$ cat src/rtl/bglf_pkg.sv
// Shared types, constants and register codes for the battery gauge block.
package bglf_pkg;

    // default build
    localparam int DEF_WINDOW_DEPTH = 16;
    localparam int DEF_SAMPLE_BITS  = 12;

    // fixed field widths
    localparam int THR_BITS       = 12;
    localparam int MS_BITS        = 16;
    localparam int TIME_BITS      = 32;
    localparam int AVG_BITS       = 12;
    localparam int PCT_BITS       = 7;
    localparam int OUT_TDATA_BITS = 24;

    // 90 * 4095 fits in 19 bits
    localparam int NUM_BITS = 19;

    localparam int QUEUE_DEPTH = 2;

    // APB port
    localparam int ADDR_BITS    = 5;
    localparam int DATA_BITS    = 32;
    localparam int REG_IDX_BITS = 3;

    localparam logic [REG_IDX_BITS-1:0] REG_FULL_THR    = 3'd0;
    localparam logic [REG_IDX_BITS-1:0] REG_EMPTY_THR   = 3'd1;
    localparam logic [REG_IDX_BITS-1:0] REG_REPORT_INT  = 3'd2;
    localparam logic [REG_IDX_BITS-1:0] REG_FLASH_PER   = 3'd3;
    localparam logic [REG_IDX_BITS-1:0] REG_FLASH_START = 3'd4;

    // percentage scale
    localparam logic [PCT_BITS-1:0] PCT_FULL  = 7'd100;
    localparam logic [PCT_BITS-1:0] PCT_NONE  = 7'd0;
    localparam logic [PCT_BITS-1:0] PCT_BASE  = 7'd10;
    localparam int                  PCT_SCALE = 90;

    typedef struct packed {
        logic [THR_BITS-1:0] full_thr;
        logic [THR_BITS-1:0] empty_thr;
        logic [MS_BITS-1:0]  report_int;
        logic [MS_BITS-1:0]  flash_period;
        logic [MS_BITS-1:0]  flash_start;
    } cfg_t;

    localparam cfg_t CFG_RESET = '{
        full_thr:     12'd2200,
        empty_thr:    12'd1750,
        report_int:   16'd1000,
        flash_period: 16'd1000,
        flash_start:  16'd900
    };

    typedef enum logic [2:0] {
        BK_IDLE,
        BK_READ,
        BK_MEAN,
        BK_EVAL,
        BK_PDIV,
        BK_DONE
    } bk_state_t;

endpackage

$ cat src/rtl/bglf_ram.sv
// Generic single-port-write, single-port-read RAM with registered read data.
module bglf_ram #(
    parameter int WIDTH = 12,
    parameter int DEPTH = 16
) (
    input  logic                     clk,
    input  logic                     we,
    input  logic [$clog2(DEPTH)-1:0] waddr,
    input  logic [WIDTH-1:0]         wdata,
    input  logic [$clog2(DEPTH)-1:0] raddr,
    output logic [WIDTH-1:0]         rdata
);

    logic [WIDTH-1:0] mem [DEPTH];

    always_ff @(posedge clk)
    begin
        if (we)
        begin
            mem[waddr] <= wdata;
        end
        rdata <= mem[raddr];
    end

endmodule

$ cat src/rtl/bglf_div.sv
// Restoring divider, one quotient bit per cycle.
module bglf_div #(
    parameter int N_BITS = 19,
    parameter int D_BITS = 12
) (
    input  logic              clk,
    input  logic              rst_n,
    input  logic              start,
    input  logic [N_BITS-1:0] dividend,
    input  logic [D_BITS-1:0] divisor,
    output logic              done,
    output logic [N_BITS-1:0] quotient
);

    localparam int CNT_BITS = $clog2(N_BITS + 1);

    logic                busy_reg, busy_next;
    logic [CNT_BITS-1:0] cnt_reg, cnt_next;
    logic [D_BITS-1:0]   rem_reg, rem_next;
    logic [N_BITS-1:0]   quo_reg, quo_next;
    logic [D_BITS-1:0]   dvs_reg, dvs_next;

    logic [D_BITS:0] rem_sh;
    logic [D_BITS:0] rem_sub;
    logic            ge;

    assign rem_sh   = {rem_reg, quo_reg[N_BITS-1]};
    assign rem_sub  = rem_sh - {1'b0, dvs_reg};
    assign ge       = rem_sh >= {1'b0, dvs_reg};
    assign done     = busy_reg && (cnt_reg == '0);
    assign quotient = quo_reg;

    always_comb
    begin
        busy_next = busy_reg;
        cnt_next  = cnt_reg;
        rem_next  = rem_reg;
        quo_next  = quo_reg;
        dvs_next  = dvs_reg;
        if (start)
        begin
            busy_next = 1'b1;
            cnt_next  = CNT_BITS'(N_BITS);
            rem_next  = '0;
            quo_next  = dividend;
            dvs_next  = divisor;
        end
        else if (busy_reg)
        begin
            if (cnt_reg == '0)
            begin
                busy_next = 1'b0;
            end
            else
            begin
                cnt_next = cnt_reg - 1'b1;
                rem_next = ge ? rem_sub[D_BITS-1:0] : rem_sh[D_BITS-1:0];
                quo_next = {quo_reg[N_BITS-2:0], ge};
            end
        end
    end

    always_ff @(posedge clk or negedge rst_n)
    begin
        if (!rst_n)
        begin
            busy_reg <= 1'b0;
            cnt_reg  <= '0;
        end
        else
        begin
            busy_reg <= busy_next;
            cnt_reg  <= cnt_next;
        end
    end

    always_ff @(posedge clk)
    begin
        rem_reg <= rem_next;
        quo_reg <= quo_next;
        dvs_reg <= dvs_next;
    end

endmodule

$ cat src/rtl/bglf_front.sv
// Input side: takes sample beats, unpacks the fields and queues them for the back end.
module bglf_front #(
    parameter int SAMPLE_BITS = bglf_pkg::DEF_SAMPLE_BITS
) (
    input  logic                                                      clk,
    input  logic                                                      rst_n,
    input  logic                                                      s_tvalid,
    output logic                                                      s_tready,
    // adc_sample, time_ms, link_connected (low bit up), zero padded
    input  logic [((SAMPLE_BITS + bglf_pkg::TIME_BITS + 8) / 8) * 8 - 1:0] s_tdata,
    output logic                                                      q_valid,
    input  logic                                                      q_pop,
    output logic [SAMPLE_BITS-1:0]                                    q_sample,
    output logic [bglf_pkg::TIME_BITS-1:0]                            q_time,
    output logic                                                      q_link
);

    import bglf_pkg::*;

    localparam int ITEM_BITS = SAMPLE_BITS + TIME_BITS + 1;
    localparam int PTR_BITS  = (QUEUE_DEPTH > 1) ? $clog2(QUEUE_DEPTH) : 1;
    localparam int CNT_BITS  = $clog2(QUEUE_DEPTH + 1);

    logic [ITEM_BITS-1:0] entry_reg [QUEUE_DEPTH];
    logic [PTR_BITS-1:0]  wr_ptr_reg, wr_ptr_next;
    logic [PTR_BITS-1:0]  rd_ptr_reg, rd_ptr_next;
    logic [CNT_BITS-1:0]  cnt_reg, cnt_next;
    logic                 push;
    logic                 pop;
    logic [ITEM_BITS-1:0] head;

    assign s_tready = cnt_reg != CNT_BITS'(QUEUE_DEPTH);
    assign q_valid  = cnt_reg != '0;
    assign push     = s_tvalid && s_tready;
    assign pop      = q_pop && q_valid;

    assign head     = entry_reg[rd_ptr_reg];
    assign q_sample = head[SAMPLE_BITS-1:0];
    assign q_time   = head[SAMPLE_BITS +: TIME_BITS];
    assign q_link   = head[ITEM_BITS-1];

    always_comb
    begin
        wr_ptr_next = wr_ptr_reg;
        rd_ptr_next = rd_ptr_reg;
        cnt_next    = cnt_reg;
        if (push)
        begin
            wr_ptr_next = (wr_ptr_reg == PTR_BITS'(QUEUE_DEPTH - 1)) ? '0 : wr_ptr_reg + 1'b1;
        end
        if (pop)
        begin
            rd_ptr_next = (rd_ptr_reg == PTR_BITS'(QUEUE_DEPTH - 1)) ? '0 : rd_ptr_reg + 1'b1;
        end
        if (push && !pop)
        begin
            cnt_next = cnt_reg + 1'b1;
        end
        else if (pop && !push)
        begin
            cnt_next = cnt_reg - 1'b1;
        end
    end

    always_ff @(posedge clk or negedge rst_n)
    begin
        if (!rst_n)
        begin
            wr_ptr_reg <= '0;
            rd_ptr_reg <= '0;
            cnt_reg    <= '0;
        end
        else
        begin
            wr_ptr_reg <= wr_ptr_next;
            rd_ptr_reg <= rd_ptr_next;
            cnt_reg    <= cnt_next;
        end
    end

    always_ff @(posedge clk)
    begin
        if (push)
        begin
            entry_reg[wr_ptr_reg] <= s_tdata[ITEM_BITS-1:0];
        end
    end

endmodule

$ cat src/rtl/bglf_back.sv
// Back end: ring update, averaging, report and flash logic, output register.
module bglf_back #(
    parameter int WINDOW_DEPTH = bglf_pkg::DEF_WINDOW_DEPTH,
    parameter int SAMPLE_BITS  = bglf_pkg::DEF_SAMPLE_BITS
) (
    input  logic                                clk,
    input  logic                                rst_n,
    input  bglf_pkg::cfg_t                      cfg,
    input  logic                                q_valid,
    output logic                                q_pop,
    input  logic [SAMPLE_BITS-1:0]              q_sample,
    input  logic [bglf_pkg::TIME_BITS-1:0]      q_time,
    input  logic                                q_link,
    output logic                                m_tvalid,
    input  logic                                m_tready,
    output logic [bglf_pkg::OUT_TDATA_BITS-1:0] m_tdata
);

    import bglf_pkg::*;

    localparam int SLOT_BITS  = $clog2(WINDOW_DEPTH);
    localparam int SUM_BITS   = SAMPLE_BITS + SLOT_BITS;
    localparam int RND_BITS   = SUM_BITS + 1;
    localparam int CMP_BITS   = (SAMPLE_BITS > THR_BITS) ? SAMPLE_BITS : THR_BITS;
    localparam int DIV_N      = NUM_BITS;
    localparam int DIV_D      = THR_BITS;
    localparam bit DEPTH_POW2 = (WINDOW_DEPTH & (WINDOW_DEPTH - 1)) == 0;

    // mean by reciprocal: ceil(2^(RND_BITS+SLOT_BITS) / depth) is exact for
    // every dividend below 2^RND_BITS
    localparam int     RCP_SHIFT = RND_BITS + SLOT_BITS;
    localparam int     RCP_BITS  = RND_BITS + 2;
    localparam int     PROD_BITS = RND_BITS + RCP_BITS;
    localparam longint RCP       = ((longint'(1) <<< RCP_SHIFT) + longint'(WINDOW_DEPTH) - 1) /
                                   longint'(WINDOW_DEPTH);

    bk_state_t state_reg, state_next;

    logic [SLOT_BITS-1:0]    slot_reg, slot_next;
    logic [SUM_BITS-1:0]     sum_reg, sum_next;
    logic [WINDOW_DEPTH-1:0] vld_reg, vld_next;
    logic [TIME_BITS-1:0]    last_rep_reg, last_rep_next;
    logic [TIME_BITS-1:0]    mark_reg, mark_next;
    logic                    out_valid_reg, out_valid_next;

    logic [SAMPLE_BITS-1:0]    smp_reg, smp_next;
    logic [TIME_BITS-1:0]      time_reg, time_next;
    logic                      link_reg, link_next;
    logic [SAMPLE_BITS-1:0]    mean_reg, mean_next;
    logic                      low_reg, low_next;
    logic                      rep_reg, rep_next;
    logic [PCT_BITS-1:0]       pct_reg, pct_next;
    logic                      led_reg, led_next;
    logic                      neg_reg, neg_next;
    logic [OUT_TDATA_BITS-1:0] out_data_reg, out_data_next;

    logic [SAMPLE_BITS-1:0] ram_rdata;
    logic                   ram_we;
    logic [SAMPLE_BITS-1:0] old_smp;
    logic [RND_BITS-1:0]    rounded;
    logic [SAMPLE_BITS-1:0] mean_shift;
    logic [PROD_BITS-1:0]   mean_prod;
    logic [SAMPLE_BITS-1:0] mean_rcp;

    logic [CMP_BITS-1:0]  mean_ext;
    logic [CMP_BITS-1:0]  full_ext;
    logic [CMP_BITS-1:0]  empty_ext;
    logic [CMP_BITS-1:0]  diff_w;
    logic [THR_BITS-1:0]  diff;
    logic [THR_BITS-1:0]  span;
    logic [NUM_BITS-1:0]  num;
    logic                 below_empty;
    logic [TIME_BITS-1:0] elapsed;
    logic [TIME_BITS-1:0] d_old;
    logic [TIME_BITS-1:0] d_now;
    logic                 low_now;
    logic                 mark_due;
    logic                 flash_now;

    logic             div_start;
    logic [DIV_N-1:0] div_dividend;
    logic [DIV_D-1:0] div_divisor;
    logic             div_done;
    logic [DIV_N-1:0] div_quo;

    bglf_ram #(
        .WIDTH (SAMPLE_BITS),
        .DEPTH (WINDOW_DEPTH)
    ) u_ring (
        .clk   (clk),
        .we    (ram_we),
        .waddr (slot_reg),
        .wdata (smp_reg),
        .raddr (slot_reg),
        .rdata (ram_rdata)
    );

    bglf_div #(
        .N_BITS (DIV_N),
        .D_BITS (DIV_D)
    ) u_div (
        .clk      (clk),
        .rst_n    (rst_n),
        .start    (div_start),
        .dividend (div_dividend),
        .divisor  (div_divisor),
        .done     (div_done),
        .quotient (div_quo)
    );

    // unwritten slots read as zero
    assign old_smp    = vld_reg[slot_reg] ? ram_rdata : '0;
    assign rounded    = RND_BITS'(sum_reg) + RND_BITS'(WINDOW_DEPTH / 2);
    assign mean_shift = rounded[SLOT_BITS +: SAMPLE_BITS];
    assign mean_prod  = PROD_BITS'(rounded) * PROD_BITS'(RCP_BITS'(RCP));
    assign mean_rcp   = mean_prod[RCP_SHIFT +: SAMPLE_BITS];

    assign mean_ext    = CMP_BITS'(mean_reg);
    assign full_ext    = CMP_BITS'(cfg.full_thr);
    assign empty_ext   = CMP_BITS'(cfg.empty_thr);
    assign below_empty = mean_ext < empty_ext;
    assign diff_w      = below_empty ? (empty_ext - mean_ext) : (mean_ext - empty_ext);
    assign diff        = diff_w[THR_BITS-1:0];
    assign span        = cfg.full_thr - cfg.empty_thr;
    assign num         = NUM_BITS'(PCT_SCALE) * NUM_BITS'(diff);

    assign elapsed   = time_reg - last_rep_reg;
    assign low_now   = mean_ext <= empty_ext;
    assign d_old     = time_reg - mark_reg;
    assign mark_due  = d_old > TIME_BITS'(cfg.flash_period);
    // mark restarts (d = 0), holds (d = d_old) or is cleared (d = time)
    assign d_now     = !low_now ? time_reg : (mark_due ? '0 : d_old);
    assign flash_now = (d_now >= TIME_BITS'(cfg.flash_start)) &&
                       (d_now <= TIME_BITS'(cfg.flash_period));

    assign ram_we   = state_reg == BK_READ;
    assign q_pop    = (state_reg == BK_IDLE) && q_valid;
    assign m_tvalid = out_valid_reg;
    assign m_tdata  = out_data_reg;

    always_comb
    begin
        state_next     = state_reg;
        slot_next      = slot_reg;
        sum_next       = sum_reg;
        vld_next       = vld_reg;
        last_rep_next  = last_rep_reg;
        mark_next      = mark_reg;
        smp_next       = smp_reg;
        time_next      = time_reg;
        link_next      = link_reg;
        mean_next      = mean_reg;
        low_next       = low_reg;
        rep_next       = rep_reg;
        pct_next       = pct_reg;
        led_next       = led_reg;
        neg_next       = neg_reg;
        out_data_next  = out_data_reg;
        out_valid_next = out_valid_reg && !m_tready;
        div_start      = 1'b0;
        div_dividend   = DIV_N'(num);
        div_divisor    = DIV_D'(span);

        case (state_reg)
            BK_IDLE:
            begin
                if (q_valid)
                begin
                    smp_next   = q_sample;
                    time_next  = q_time;
                    link_next  = q_link;
                    state_next = BK_READ;
                end
            end
            BK_READ:
            begin
                sum_next           = sum_reg - SUM_BITS'(old_smp) + SUM_BITS'(smp_reg);
                vld_next[slot_reg] = 1'b1;
                slot_next          = (slot_reg == SLOT_BITS'(WINDOW_DEPTH - 1)) ?
                                     '0 : slot_reg + 1'b1;
                state_next         = BK_MEAN;
            end
            BK_MEAN:
            begin
                mean_next  = DEPTH_POW2 ? mean_shift : mean_rcp;
                state_next = BK_EVAL;
            end
            BK_EVAL:
            begin
                low_next   = low_now;
                led_next   = link_reg ? flash_now : !flash_now;
                mark_next  = !low_now ? '0 : (mark_due ? time_reg : mark_reg);
                rep_next   = elapsed > TIME_BITS'(cfg.report_int);
                pct_next   = PCT_NONE;
                neg_next   = below_empty;
                state_next = BK_DONE;
                if (elapsed > TIME_BITS'(cfg.report_int))
                begin
                    last_rep_next = time_reg;
                    if (mean_ext >= full_ext)
                    begin
                        pct_next = PCT_FULL;
                    end
                    else if (cfg.full_thr > cfg.empty_thr)
                    begin
                        div_start  = 1'b1;
                        state_next = BK_PDIV;
                    end
                end
            end
            BK_PDIV:
            begin
                if (div_done)
                begin
                    if (neg_reg)
                    begin
                        pct_next = (div_quo >= DIV_N'(PCT_BASE)) ?
                                   PCT_NONE : PCT_BASE - div_quo[PCT_BITS-1:0];
                    end
                    else
                    begin
                        pct_next = PCT_BASE + div_quo[PCT_BITS-1:0];
                    end
                    state_next = BK_DONE;
                end
            end
            BK_DONE:
            begin
                if (!out_valid_reg || m_tready)
                begin
                    out_valid_next = 1'b1;
                    out_data_next  = OUT_TDATA_BITS'({led_reg, pct_reg, rep_reg, low_reg,
                                                      mean_ext[AVG_BITS-1:0]});
                    state_next     = BK_IDLE;
                end
            end
            default:
            begin
                state_next = BK_IDLE;
            end
        endcase
    end

    always_ff @(posedge clk or negedge rst_n)
    begin
        if (!rst_n)
        begin
            state_reg     <= BK_IDLE;
            slot_reg      <= '0;
            sum_reg       <= '0;
            vld_reg       <= '0;
            last_rep_reg  <= '0;
            mark_reg      <= '0;
            out_valid_reg <= 1'b0;
        end
        else
        begin
            state_reg     <= state_next;
            slot_reg      <= slot_next;
            sum_reg       <= sum_next;
            vld_reg       <= vld_next;
            last_rep_reg  <= last_rep_next;
            mark_reg      <= mark_next;
            out_valid_reg <= out_valid_next;
        end
    end

    always_ff @(posedge clk)
    begin
        smp_reg      <= smp_next;
        time_reg     <= time_next;
        link_reg     <= link_next;
        mean_reg     <= mean_next;
        low_reg      <= low_next;
        rep_reg      <= rep_next;
        pct_reg      <= pct_next;
        led_reg      <= led_next;
        neg_reg      <= neg_next;
        out_data_reg <= out_data_next;
    end

endmodule

$ cat src/rtl/battery_gauge_with_low_flash_core.sv
// Top level of the battery gauge: APB registers, input queue and processing back end.
//
// Battery gauge with low-battery LED flash. Each input beat carries one
// converter sample, the millisecond time and the link-connected flag; each
// one gives exactly one output beat with the rounded mean of the last
// WINDOW_DEPTH samples, the low flag, an optional charge percentage and the
// LED drive. A beat passes the back end through pop, ring update, mean,
// evaluate and output, with a serial divide by (full - empty) when a
// percentage report needs it, one bit of the 19-bit dividend at a time,
// then handing back the quotient. The restoring divider sets a beat's worst case.
// The mean is a shift, or a reciprocal multiply when WINDOW_DEPTH is not a
// power of two, and needs no divider. A two-beat input queue lets the sender
// run ahead of the back end, and the output register lets the back end
// finish a beat while the previous result waits. The sample ring is a RAM
// with one valid flag per slot, cleared at reset, so no clearing pass is
// needed. Registers must be written only while idle; the block does not enforce it.
module battery_gauge_with_low_flash_core #(
    parameter int WINDOW_DEPTH = bglf_pkg::DEF_WINDOW_DEPTH,
    parameter int SAMPLE_BITS  = bglf_pkg::DEF_SAMPLE_BITS
) (
    input  logic                                                      clk,
    input  logic                                                      rst_n,
    // APB configuration port
    input  logic                                                      psel,
    input  logic                                                      penable,
    input  logic                                                      pwrite,
    input  logic [bglf_pkg::ADDR_BITS-1:0]                            paddr,
    input  logic [bglf_pkg::DATA_BITS-1:0]                            pwdata,
    output logic [bglf_pkg::DATA_BITS-1:0]                            prdata,
    output logic                                                      pready,
    // sample stream
    input  logic                                                      s_tvalid,
    output logic                                                      s_tready,
    // adc_sample, time_ms, link_connected (low bit up), zero padded
    input  logic [((SAMPLE_BITS + bglf_pkg::TIME_BITS + 8) / 8) * 8 - 1:0] s_tdata,
    // result stream
    output logic                                                      m_tvalid,
    input  logic                                                      m_tready,
    // average_level, battery_low, report_valid, battery_percent, led_lit
    // (low bit up), zero padded
    output logic [bglf_pkg::OUT_TDATA_BITS-1:0]                       m_tdata
);

    import bglf_pkg::*;

    cfg_t cfg_reg, cfg_next;

    logic                    cfg_wr;
    logic [REG_IDX_BITS-1:0] cfg_idx;

    logic                   q_valid;
    logic                   q_pop;
    logic [SAMPLE_BITS-1:0] q_sample;
    logic [TIME_BITS-1:0]   q_time;
    logic                   q_link;

    // ---------------------------------------------------------------
    // Register file: index = paddr / 4, unused indexes ignored
    // ---------------------------------------------------------------
    assign pready  = 1'b1;
    assign cfg_wr  = psel && penable && pwrite && pready;
    assign cfg_idx = paddr[ADDR_BITS-1:2];

    always_comb
    begin
        cfg_next = cfg_reg;
        if (cfg_wr)
        begin
            case (cfg_idx)
                REG_FULL_THR:    cfg_next.full_thr     = pwdata[THR_BITS-1:0];
                REG_EMPTY_THR:   cfg_next.empty_thr    = pwdata[THR_BITS-1:0];
                REG_REPORT_INT:  cfg_next.report_int   = pwdata[MS_BITS-1:0];
                REG_FLASH_PER:   cfg_next.flash_period = pwdata[MS_BITS-1:0];
                REG_FLASH_START: cfg_next.flash_start  = pwdata[MS_BITS-1:0];
                default:         cfg_next              = cfg_reg;
            endcase
        end
    end

    always_comb
    begin
        case (cfg_idx)
            REG_FULL_THR:    prdata = DATA_BITS'(cfg_reg.full_thr);
            REG_EMPTY_THR:   prdata = DATA_BITS'(cfg_reg.empty_thr);
            REG_REPORT_INT:  prdata = DATA_BITS'(cfg_reg.report_int);
            REG_FLASH_PER:   prdata = DATA_BITS'(cfg_reg.flash_period);
            REG_FLASH_START: prdata = DATA_BITS'(cfg_reg.flash_start);
            default:         prdata = '0;
        endcase
    end

    always_ff @(posedge clk or negedge rst_n)
    begin
        if (!rst_n)
        begin
            cfg_reg <= CFG_RESET;
        end
        else
        begin
            cfg_reg <= cfg_next;
        end
    end

    // ---------------------------------------------------------------
    // Front: accept beats, unpack, queue
    // ---------------------------------------------------------------
    bglf_front #(
        .SAMPLE_BITS (SAMPLE_BITS)
    ) u_front (
        .clk      (clk),
        .rst_n    (rst_n),
        .s_tvalid (s_tvalid),
        .s_tready (s_tready),
        .s_tdata  (s_tdata),
        .q_valid  (q_valid),
        .q_pop    (q_pop),
        .q_sample (q_sample),
        .q_time   (q_time),
        .q_link   (q_link)
    );

    // ---------------------------------------------------------------
    // Back: ring, mean, report, flash, output register
    // ---------------------------------------------------------------
    bglf_back #(
        .WINDOW_DEPTH (WINDOW_DEPTH),
        .SAMPLE_BITS  (SAMPLE_BITS)
    ) u_back (
        .clk      (clk),
        .rst_n    (rst_n),
        .cfg      (cfg_reg),
        .q_valid  (q_valid),
        .q_pop    (q_pop),
        .q_sample (q_sample),
        .q_time   (q_time),
        .q_link   (q_link),
        .m_tvalid (m_tvalid),
        .m_tready (m_tready),
        .m_tdata  (m_tdata)
    );

`ifndef SYNTH
    // a full queue always has a beat for the back end
    a_full_has_head: assert property (@(posedge clk) disable iff (!rst_n)
        !s_tready |-> q_valid)
        else $error("input queue full but reports no head beat");

    // no report means a zero percentage field
    a_pct_zero: assert property (@(posedge clk) disable iff (!rst_n)
        m_tvalid |-> (m_tdata[13] || (m_tdata[20:14] == 7'd0)))
        else $error("percentage set without a report");

    // percentage never above full scale
    a_pct_range: assert property (@(posedge clk) disable iff (!rst_n)
        m_tvalid |-> (m_tdata[20:14] <= 7'd100))
        else $error("percentage above 100");
`endif

endmodule

$ cat config.mk
export PLATFORM = sky130hd
export DESIGN_NAME = battery_gauge_with_low_flash_core
export DESIGN_NICKNAME = d
export VERILOG_FILES = /design/src/rtl/bglf_pkg.sv /design/src/rtl/bglf_ram.sv /design/src/rtl/bglf_div.sv /design/src/rtl/bglf_front.sv /design/src/rtl/bglf_back.sv /design/src/rtl/battery_gauge_with_low_flash_core.sv
export SDC_FILE = /design/constraint.sdc
export NUM_CORES = 1
export LEC_CHECK = 0
export BUFFER_PORTS_ARGS = -buffer_cell sky130_fd_sc_hd__buf_2
export CORE_ASPECT_RATIO = 0.75
export CORE_UTILIZATION = 50
export DETAILED_ROUTE_END_ITERATION = 6
export PLACE_DENSITY = 0.73
export SYNTH_ARGS = -nofsm -noshare
export SYNTH_HDL_FRONTEND = slang
export SYNTH_HIERARCHICAL = 1
export SYNTH_SLANG_ARGS = --single-unit
export TNS_END_PERCENT = 20
$ cat constraint.sdc
create_clock -name clk -period 7.8 [get_ports clk]
set_input_delay 0.39 -clock clk [delete_from_list [all_inputs] [get_ports clk]]
set_output_delay 0.39 -clock clk [all_outputs]
set_load 0.01 [all_outputs]
==> results.sh <==
export IMPL_synth_largest_area_cell="sky130_fd_sc_hd__edfxtp_1"
export IMPL_final_cell_area_sq_um=38900
export IMPL_dp_hpwl_microns=61700
export IMPL_dieWidth_microns=308
export IMPL_cp_data_arrival_time_ns=7.70
export IMPL_largest_register_ff_count=192
export IMPL_synthTopCellsByCount="403 x sky130_fd_sc_hd__edfxtp_1, 295 x sky130_fd_sc_hd__inv_1, 250 x sky130_fd_sc_hd__ha_1"
export IMPL_cts_root_buffer_cell="sky130_fd_sc_hd__clkbuf_16"
export IMPL_met1_track_utilization_from_global_routing=0.361
export IMPL_antenna_found_initial=1
export IMPL_post_synth_top_count_cell="sky130_fd_sc_hd__edfxtp_1"
export IMPL_detail_route_drc_violations=0
export IMPL_cpMaxStageDelayCell="sky130_fd_sc_hd__or4_1"
export IMPL_antenna_cells_inserted=0
export IMPL_numClockSinks=613
export IMPL_end_kind="flop"
export IMPL_hold_critical_path_depth=2
export IMPL_total_die_area_sq_um=71300
export IMPL_die_h_microns=232
export IMPL_synth_top_area_frac=0.345
export IMPL_synthDistinctLibCells=93
export IMPL_status="finished clean"
export IMPL_grt_max_degree=96
export IMPL_clk_path_buf_depth=3
export IMPL_initialDrtViolationCount=2407
export IMPL_place_detailed_instances=3942
export IMPL_synth_edff_count=403
export IMPL_post_drt_wl_per_cell_microns=20.8
export IMPL_multi_input_area_sq_um=16000
export IMPL_worstSetupPathType="reg -> reg"
export IMPL_finClkSkew_ns=0.0357
export IMPL_post_route_cells_drive_above_1_share=0.167
export IMPL_gr_usage_all_layers=0.240
export IMPL_design_core_area_sq_um=69000
export IMPL_vias=23891
export IMPL_clkSlewWorstSetupHoldPaths_ns=0.06
export IMPL_timing_max_transition_violations_final=0
export IMPL_finalWirelength_microns=85200
export IMPL_globalRouteOverflowTotal=0
export IMPL_final_core_utilization=0.565
export IMPL_cts_made_buffers=60
export IMPL_cap_viol_max_count=0
export IMPL_setup_viol=0
export IMPL_vias_per_cell=5.82
export IMPL_placementRows=83
export IMPL_worstHoldPathType="in -> reg"
export IMPL_top_cells_by_area_synth="sky130_fd_sc_hd__edfxtp_1 34%, sky130_fd_sc_hd__dfrtp_1 11%, sky130_fd_sc_hd__ha_1 8.9%"
export IMPL_fin_crit_sh=0.939
export IMPL_ys_async_sr_fraction=0.303
export IMPL_met2_usage=0.361
export IMPL_layoutNonFillerInstCount=4102
export IMPL_synthCells=2968
export IMPL_gr_max_usage_layer="met2"
export IMPL_areaGrowthSynthToFinish_pct=10.9
export IMPL_post_synthesis_register_bit_count=613
export IMPL_syn_mean_instance_area_sq_um=11.8
export IMPL_clkLatencyLatePin_ns=0.66
export IMPL_timing_final_hold_violations=0
export IMPL_cp_required_ns=8.17
export IMPL_detailed_place_area_sq_um=36500
export IMPL_finalNetCount=3495
export IMPL_clock_fmax_mhz=137
export IMPL_layout_min_cycle_time_ns=7.32
export IMPL_initial_utilization=0.509
export IMPL_timing_critical_path_slowest_cell_delay_ns=0.52
export IMPL_cts_htree_levels=2
export IMPL_place_congestion=0.947
export IMPL_layout_area_seq_sq_um=17300
export IMPL_fill_cells=5619
export IMPL_final_antenna_net_count=0
export IMPL_globalRouteMet3Util=0.0434
export IMPL_grt_first_pass_wirelength_microns=133000
export IMPL_tns_ns=0
export IMPL_timing_critical_path_from_type="flop"
export IMPL_syn_cell_area_sq_um=35100
export IMPL_first_global_vias=23550
export IMPL_cts_setup_buffers=0
export IMPL_firstDrtPassIters=6
export IMPL_seq_area_frac_synth=0.492
export IMPL_postSynth_topFlopCell="sky130_fd_sc_hd__edfxtp_1"
export IMPL_timing_max_slew_rel_slack=0.0551
export IMPL_ff2ff_path_depth=33
export IMPL_worst_slew_pin_slew_ns=1.41
export IMPL_cts_tree="built"
export IMPL_io_buffer_count=110
export IMPL_boundaryPins=151
export IMPL_grt_setup_unrepaired="true"
export IMPL_critical_path_max_fanout=16
export IMPL_ys_warnings_count=6
## worst paths after layout
path | startpoint | endpoint | slack [ns]
max | u_back/time_reg[0] | u_back/led_reg | 0.48
min | pwdata[14] | cfg_reg[14] | 0.04
max reg2reg | u_back/time_reg[0] | u_back/led_reg | 0.48
min reg2reg | u_back/pct_reg[1] | u_back/m_tdata[15] | 0.42
max in group asynchronous | rst_n | u_back/slot_reg[0] | 6.02
min in group asynchronous | rst_n | cfg_reg[46] | 0.30
## layout make-up
type / instances / share of cell area
timing repair buffer: 199 / 0.0347
clock inverter: 33 / 0.00977
inverter: 297 / 0.0287
tap: 935 / 0.0300
clock buffer: 79 / 0.0412
sequential: 613 / 0.444
multi-input combinational: 1946 / 0.412
## metrics by stage
step | worst slack (ns) | hold WS, ns
after CTS | 0.318 | 0.00737
final | 0.477 | 0.0408
after detailed placement | 0.369 | 0.407
after global routing | 0.00367 | 0.0213
after global placement | 0.494 | 0.401
after floorplan | 1.07 | 0.0944
## kinds of logic after synthesis
family                   count (synthesis)  synth area share
XOR/XNOR                               108            0.0272
buffers and inverters                  426            0.0544
adder cells (fa/ha/maj)                286             0.110
flip-flops                             613             0.492
AND/OR/NAND/NOR                        681            0.0967
multiplexers                           268             0.106
other                                    3          0.000321
AO/OA/AOI/OAI                          583             0.114
## placed cells by master, fill, tap and decap left out, types with 16 or more instances in the layout
master,instances
sky130_fd_sc_hd__edfxtp_1,403
sky130_fd_sc_hd__inv_1,294
sky130_fd_sc_hd__ha_1,250
sky130_fd_sc_hd__nand2_1,201
sky130_fd_sc_hd__dfrtp_1,156
sky130_fd_sc_hd__nor2_1,125
sky130_fd_sc_hd__a21oi_1,124
sky130_fd_sc_hd__mux2_2,109
sky130_fd_sc_hd__buf_2,109
sky130_fd_sc_hd__o21ai_0,81
sky130_fd_sc_hd__xnor2_1,77
sky130_fd_sc_hd__nand3_1,76
sky130_fd_sc_hd__o22ai_1,69
sky130_fd_sc_hd__mux2i_1,67
sky130_fd_sc_hd__clkbuf_16,60
sky130_fd_sc_hd__a21o_1,55
sky130_fd_sc_hd__dlygate4sd3_1,48
sky130_fd_sc_hd__buf_4,40
sky130_fd_sc_hd__mux2_4,39
sky130_fd_sc_hd__mux4_2,38
sky130_fd_sc_hd__nand2b_1,36
sky130_fd_sc_hd__fa_1,36
sky130_fd_sc_hd__nand4_1,34
sky130_fd_sc_hd__nor2b_1,33
sky130_fd_sc_hd__nor3_1,32
sky130_fd_sc_hd__a22oi_1,30
sky130_fd_sc_hd__xor2_1,30
sky130_fd_sc_hd__o21a_1,29
sky130_fd_sc_hd__dfstp_2,27
sky130_fd_sc_hd__or2_2,24
sky130_fd_sc_hd__dfxtp_1,24
sky130_fd_sc_hd__nor4_1,22
sky130_fd_sc_hd__conb_1,20
sky130_fd_sc_hd__and2_1,20
sky130_fd_sc_hd__or2_1,17
sky130_fd_sc_hd__clkbuf_1,16
sky130_fd_sc_hd__a31o_2,16
sky130_fd_sc_hd__a32o_1,16
## per-layer routing
metal	up-vias	part of all wire
met3	88	0.076
met1	11848	0.47
li1	11140	-
met4	0	0.014
met5	-	0
met2	815	0.44
## worst max-delay path, delay by kind of cell, from the launching register on
kind,cells,cell delay (ns)
AOI/OAI and AO/OA,16,2.62
and+or+nand+nor,10,2.22
adders and majority gates,4,1.26
DFF,1,0.46
xor gates and xnor gates,2,0.36
buffers and inverters,1,0.10
## repair_timing
action	4_1_cts	5_1_grt
hold endpoints to repair	135	0
resized for setup	0	4
hold buffers	48	0
endpoints found under the setup margin	0	2
Power is left out: the tool's default activity adds up to more than one toggle a clock period on the data nets, which glitch-free logic cannot reach.
